`src/p2i_pkg.sv`:
```
`default_nettype none
package p2i_pkg;

  typedef enum logic [2:0] {
    ENC_INT16   = 3'd0,
    ENC_UINT8   = 3'd1,
    ENC_FLOAT32 = 3'd2,
    ENC_PACK24  = 3'd3,
    ENC_INT32   = 3'd4
  } enc_t;

  // Bytes per sample for an encoding code; unused codes act as int16.
  function automatic logic [2:0] bytes_per_sample(input logic [2:0] enc);
    logic [2:0] n;
    case (enc)
      ENC_UINT8:   n = 3'd1;
      ENC_FLOAT32: n = 3'd4;
      ENC_PACK24:  n = 3'd3;
      ENC_INT32:   n = 3'd4;
      default:     n = 3'd2;
    endcase
    return n;
  endfunction

  // A completed 32-bit word with its encoding.
  typedef struct packed {
    logic [2:0]  enc;
    logic [31:0] word;
  } word_t;

endpackage
`default_nettype wire

```
`src/p2i_if.sv`:
```
`default_nettype none
interface byte_if (input wire logic clk);
  logic       valid;
  logic       ready;
  logic [7:0] data_byte;
  logic       buffer_end;
  modport source (output valid, data_byte, buffer_end, input ready);
  modport sink (input valid, data_byte, buffer_end, output ready);
endinterface

interface sample_if (input wire logic clk);
  logic               valid;
  logic               ready;
  logic signed [15:0] sample;
  modport source (output valid, sample, input ready);
  modport sink (input valid, sample, output ready);
endinterface
`default_nettype wire

```
`src/pcm_to_int16_converter.sv`:
```
// The item for the accepted byte completing a sample is on the output register
// in the next cycle.
// Throughput: one byte per cycle; the gather register and a one-deep output
// register whose ready passes through let bytes flow while the sink is ready.
// Reset: synchronous; clears encoding to int16, the gather state and the output valid flag.
`default_nettype none
module pcm_to_int16_converter import p2i_pkg::*; (
  input  wire logic  clk,
  input  wire logic  rst,
  input  wire logic  cfg_we,
  input  wire logic [2:0] cfg_wdata,
  byte_if.sink       in_ch,
  sample_if.source   out_ch
);
  logic [2:0]  encoding;
  logic [23:0] byte_gather;
  logic [1:0]  byte_count;
  logic        out_valid;
  logic signed [15:0] out_sample;
  logic [31:0] word;
  logic        done, take;
  logic signed [15:0] fres, res;

  assign in_ch.ready   = !out_valid || out_ch.ready;
  assign take          = in_ch.valid && in_ch.ready;
  assign out_ch.valid  = out_valid;
  assign out_ch.sample = out_sample;

  // Merge the new byte into the gathered bytes.
  always_comb begin
    word = {8'd0, byte_gather} | ({24'd0, in_ch.data_byte} << {byte_count, 3'b000});
    done = ({1'b0, byte_count} + 3'd1) >= bytes_per_sample(encoding);
  end

  p2i_float_conv u_fc (.bits(word), .result(fres));

  // Select the result by encoding.
  always_comb begin
    case (encoding)
      ENC_UINT8:   res = $signed({in_ch.data_byte ^ 8'h80, 8'd0});
      ENC_FLOAT32: res = fres;
      ENC_PACK24:  res = $signed(word[23:8]);
      ENC_INT32:   res = $signed(word[31:16]);
      default:     res = $signed(word[15:0]);
    endcase
  end

  // Gather state, configuration and output register.
  always_ff @(posedge clk) begin
    if (rst) begin
      encoding <= ENC_INT16; byte_gather <= '0; byte_count <= '0; out_valid <= 1'b0;
    end else begin
      if (take && done && !cfg_we) begin
        out_valid <= 1'b1;
      end else if (out_ch.ready) begin
        out_valid <= 1'b0;
      end
      if (cfg_we) begin
        encoding <= cfg_wdata; byte_gather <= '0; byte_count <= '0;
      end else if (take) begin
        if (done || in_ch.buffer_end) begin
          byte_gather <= '0; byte_count <= '0;
        end else begin
          byte_gather <= word[23:0]; byte_count <= byte_count + 2'd1;
        end
      end
    end
  end

  always_ff @(posedge clk) begin
    if (take && done && !cfg_we) out_sample <= res;
  end

  // A stalled item holds until taken.
  a_hold: assert property (@(posedge clk) disable iff (rst)
    out_valid && !out_ch.ready |=> out_valid && $stable(out_sample))
    else $error("output item dropped under stall");
  // A byte that does not complete a sample produces no item.
  a_noitem: assert property (@(posedge clk) disable iff (rst)
    take && !done && !cfg_we && (!out_valid || out_ch.ready) |=> !out_valid)
    else $error("item without completed sample");
  // Count never reaches the byte count of the encoding.
  a_cnt: assert property (@(posedge clk) disable iff (rst)
    ({1'b0, byte_count} < bytes_per_sample(encoding)))
    else $error("byte count overflow");
endmodule
`default_nettype wire

```
`src/p2i_float_conv.sv`:
```
`default_nettype none
module p2i_float_conv import p2i_pkg::*; (
  input  wire logic [31:0]        bits,
  output logic signed [15:0]      result
);
  logic        sgn;
  logic [7:0]  ex;
  logic [23:0] mant;
  logic [39:0] sh;
  logic [16:0] mag;
  logic [3:0]  amt;

  // Value times 32768 is mant * 2^(ex-135). Exponents 111 to 126 give a
  // magnitude from one half up to just below 32768; sh holds it with 24
  // fraction bits, so sh[39:24] is the integer part and sh[23] the half bit.
  // Adding one half in single precision turns the largest value just below
  // one half into exactly one, so that single pattern gives magnitude one.
  always_comb begin
    sgn  = bits[31];
    ex   = bits[30:23];
    mant = {(ex != 8'd0), bits[22:0]};
    sh   = '0;
    amt  = '0;
    mag  = '0;
    if (ex == 8'd110 && bits[22:0] == 23'h7FFFFF) begin
      mag = 17'd1;
    end else if (ex >= 8'd111 && ex <= 8'd126) begin
      amt = 4'(ex - 8'd111);
      sh  = {16'd0, mant} << amt;
      mag = {1'b0, sh[39:24]} + {16'd0, sh[23]};
    end else if (ex > 8'd126) begin
      mag = 17'h10000;
    end
    if (ex == 8'hFF && bits[22:0] != 23'd0) begin
      result = '0;
    end else if (sgn) begin
      result = (mag >= 17'h08000) ? $signed(16'h8000) : -$signed(mag[15:0]);
    end else begin
      result = (mag >= 17'h07FFF) ? 16'sd32767 : $signed(mag[15:0]);
    end
  end
endmodule
`default_nettype wire

```
`src/flat_wrapper.sv`:
```
// flat-port wrapper written by rule: the top's interface ports become plain ports
module pcm_to_int16_converter_flat import p2i_pkg::*;
  (clk, rst, cfg_we, cfg_wdata, in_ch_valid, in_ch_data_byte, in_ch_buffer_end, in_ch_ready, out_ch_valid, out_ch_sample, out_ch_ready);
  byte_if in_ch_i (.clk(clk));
  sample_if out_ch_i (.clk(clk));
  input  wire logic clk;
  input  wire logic rst;
  input  wire logic cfg_we;
  input  wire logic [2:0] cfg_wdata;
  input wire logic [$bits(in_ch_i.valid)-1:0] in_ch_valid;
  input wire logic [$bits(in_ch_i.data_byte)-1:0] in_ch_data_byte;
  input wire logic [$bits(in_ch_i.buffer_end)-1:0] in_ch_buffer_end;
  output wire logic [$bits(in_ch_i.ready)-1:0] in_ch_ready;
  output wire logic [$bits(out_ch_i.valid)-1:0] out_ch_valid;
  output wire logic [$bits(out_ch_i.sample)-1:0] out_ch_sample;
  input wire logic [$bits(out_ch_i.ready)-1:0] out_ch_ready;
  assign in_ch_i.valid = in_ch_valid;
  assign in_ch_i.data_byte = in_ch_data_byte;
  assign in_ch_i.buffer_end = in_ch_buffer_end;
  assign in_ch_ready = in_ch_i.ready;
  assign out_ch_valid = out_ch_i.valid;
  assign out_ch_sample = out_ch_i.sample;
  assign out_ch_i.ready = out_ch_ready;
  pcm_to_int16_converter u_core (.clk(clk), .rst(rst), .cfg_we(cfg_we), .cfg_wdata(cfg_wdata), .in_ch(in_ch_i), .out_ch(out_ch_i));
endmodule
```
`config.mk`:
```
export PLATFORM = sky130hd
export DESIGN_NAME = pcm_to_int16_converter_flat
export DESIGN_NICKNAME = d
export VERILOG_FILES = /design/src/p2i_pkg.sv /design/src/p2i_if.sv /design/src/pcm_to_int16_converter.sv /design/src/p2i_float_conv.sv /design/src/flat_wrapper.sv
export SDC_FILE = /design/constraint.sdc
export NUM_CORES = 1
export LEC_CHECK = 0
export BUFFER_PORTS_ARGS = -buffer_cell sky130_fd_sc_hd__buf_2
export CORE_MARGIN = 2
export CORE_UTILIZATION = 67
export CTS_CLUSTER_DIAMETER = 150
export CTS_CLUSTER_SIZE = 12
export DETAILED_ROUTE_END_ITERATION = 10
export HOLD_SLACK_MARGIN = 0.15
export PLACE_DENSITY_LB_ADDON = 0.12
export SYNTH_ARGS = -nofsm -noshare
export SYNTH_HDL_FRONTEND = slang
export SYNTH_SLANG_ARGS = --single-unit
export TNS_END_PERCENT = 10
```
`constraint.sdc`:
```
create_clock -name clk -period 9.6 [get_ports clk]
set_input_delay 1.92 -clock clk [delete_from_list [all_inputs] [get_ports clk]]
set_output_delay 1.92 -clock clk [all_outputs]
set_load 0.1 [all_outputs]
```
==> impl_metrics.toml <==
[outcome]
status = "complete, no violations"

[finish]
n_fill_cell = 602
diodes = 0
finalNonFillerCells = 783
syn_to_final_growth_pct = 4.46
drive_above_1_share_pct = 10.8
nNetsFinal = 711

[timing]
finalMaxSlewViolations = 0
setup_violations = 0
hold_violations = 0
final.setup_skew_ns = 0.00748
holdWs_ns = 0.554
worstMarginPinSlew_ns = 1.21
finalCritPeriodShare_pct = 75.5
max_freq_mhz = 138
finalCriticalPeriod_ns = 7.25
grt_setup_unrepaired = "false"
max_slew_margin_pct = 19.3
finalSetupTns_ns = 0

[clock_network]
root_buffer = "clkbuf_8"
clkTransAtPathRegs_ns = 0.09
cts_tree = "built"
cts_repair_resize_count = 0
clockBufferDepth = 2
cts_sinks = 46
clock_latency_ns = 0.31
postCtsSetupBuffers = 0
cts_hold_buf = 0
htree_levels = 2
cts_buffers = 5

[yosys]
syn_inst = 689
yosys_warnings = 0
syn_avg_cell_area_sq_um = 7.21
netlist-cell-type-count = 81
ys_ff_latch = 46
async_flop_share_pct = 0
synth_top_flop_cell = "dfxtp_1"
synth_edf_count = 16
syn_area_sq_um = 4970
syn_nets = 717
ys_seq_area_share_pct = 21.8

[min_path]
hold_class = "register to register"
hold_depth = 2
min_from = "u_core.byte_gather[20]"

[worst_setup_path]
start_kind = "input port"
critical_path.startpoint = "in_ch_data_byte[7]"
crit_arrival_ns = 7.32
reg2reg_from = "u_core.byte_count[0]"
ff2ff_path_depth = 20
path_class = "input port to register"
crit_fanout = 22
required_ns = 9.66
ff2ff_setup_slack_ns = 2.98
endpoint_kind = "register"

[place]
dp_hpwl_mm = 11.9
globalplace.congestion = 1.05
placedCellCount = 775
portBuffers = 34

[global_routing]
grt_max_degree = 29
grt_pass1_vias = 5004
antenna_found_initial = 0
grt_first_pass_wirelength_mm = 26.0
grt_use_total_pct = 39.3
grt.overflow.total = 0

[detailed_routing]
wl_mm = 16.5
viasPerCell = 7.26
wire_per_inst_um = 21.1
vias = 5684
first_pass_iters = 6
ant_nets = 0
drt_iter0_drc = 711
post-route-drc-count = 0

[power_and_ir_drop]
p_per_area_nw_per_um2 = 92.9
ir_drop_mv = 0.104
p_leak_nw = 1.94

[floorplan]
fp.coreArea_sq_um = 7210
ios = 35
rows = 31
dieArea_sq_um = 8120
start_util_pct = 68.8
dieHeight_um = 90.1
die_x_um = 90.1

[job]
drv_cap = 0
[sequential cells by signal (all words and copies together), names as in the netlist]
signal and cells:
u_core.byte_gather 24, u_core.out_ch.sample 16, u_core.encoding 3, u_core.out_ch.valid 1, u_core.byte_count 2
[stage by stage]
step | power (mW) | instance area (sq um) | setup slack (ns) | util, %
global placement | 0.331 | 5070 | 2.39 | 70.3
global route | 0.496 | 5190 | 1.90 | 71.9
floorplan | 0.307 | 4970 | 3.03 | -
detailed placement | 0.333 | 5070 | 2.16 | 70.3
CTS | 0.478 | 5190 | 2.50 | 71.9
finish | 0.482 | 5190 | 2.35 | 71.9
[cells in the mapped netlist, types with 7 or more instances]
| master | number | share of area [%] |
|---|---|---|
| a21oi_1 | 84 | 8.5 |
| nor2_1 | 74 | 5.6 |
| nand2_1 | 67 | 5.1 |
| o21ai_0 | 47 | 4.7 |
| clkbuf_1 | 36 | 2.7 |
| dfxtp_1 | 30 | 12 |
| nor3_1 | 23 | 2.3 |
| nand3_1 | 20 | 2.0 |
| o211ai_1 | 19 | 2.9 |
| edfxtp_1 | 16 | 9.7 |
| inv_1 | 15 | 1.1 |
| mux2i_1 | 15 | 3.0 |
| a21o_1 | 14 | 2.1 |
| nor4_1 | 13 | 1.6 |
| a22oi_1 | 11 | 1.7 |
| ha_1 | 11 | 2.8 |
| a31oi_1 | 10 | 1.3 |
| nand2b_1 | 10 | 1.3 |
| o22ai_1 | 9 | 1.1 |
| or3_1 | 9 | 1.1 |
| and3_1 | 8 | 1.0 |
| buf_2 | 7 | 0.71 |
| nand4_1 | 7 | 0.88 |
| o21a_1 | 7 | 1.1 |
[cell families after synthesis]
group,Yosys count,synth area share [%]
compound gates,256,33.5
flops,46,21.8
xor+xnor,11,1.94
simple gates,276,29.2
fa+ha+maj,11,2.77
buf+inv,67,5.47
mux,22,5.34
[worst paths after layout]
| kind | to |
|---|---|
| setup / recovery | u_core.out_ch.sample[14] |
| hold / removal | u_core.byte_gather[20] |
| setup reg to reg | u_core.out_ch.sample[14] |
| hold reg to reg | u_core.byte_gather[20] |
[report_power, final]
group          internal (mW)  total [mW]  switching, mW  leakage (nW)
Sequential             0.211       0.220        0.00937         0.389
Combinational         0.0319       0.113         0.0813          1.49
Clock                 0.0781       0.149         0.0710        0.0585
[cells in the final DEF (no fill, tap or decap), drive strengths merged, types with 17 or more instances in the layout]
cell type,instances
dfxtp,30
buf,37
mux2i,17
nand3,20
o21ai,50
nor2,75
o211ai,19
a21oi,86
nor3,25
inv,18
nand2,67
[per-layer routing]
metal  share of wire [%]  up-vias  global-route usage [%]
met5                   0        -                       0
met4                 5.9        0                    19.9
met3                  11       96                    6.96
met2                  45      427                    62.3
met1                  38     2562                    51.5
li1                    -     2599                       -
[final cells by class]
class                           count  area [sq um]  share of cell area, %
Clock buffer                        5          68.8                   1.33
Clock inverter                      3          43.8                  0.844
Inverter                           17          63.8                   1.23
Multi-Input combinational cell    576          3610                   69.7
Sequential cell                    46          1080                   20.8
Tap cell                           99           124                   2.39
Timing Repair Buffer               37           193                   3.71
[worst max-delay path, stage by stage]
cell and delay (ns):
buf_2 0.25, a21oi_4 0.41, ha_1 0.42, inv_2 0.31, o211ai_1 0.17, nand2_1 0.22
o21ai_0 0.29, o21ai_0 0.26, ha_1 0.22, ha_1 0.20, nand2_1 0.06, a31o_2 0.22
o21ai_1 0.45, nand2_1 0.11, o41ai_1 0.32, o211ai_1 0.22, nor3_1 0.44, nand3_1 0.18
and4_1 0.22, o41a_1 0.41
Power figures use the tool's default switching activity.
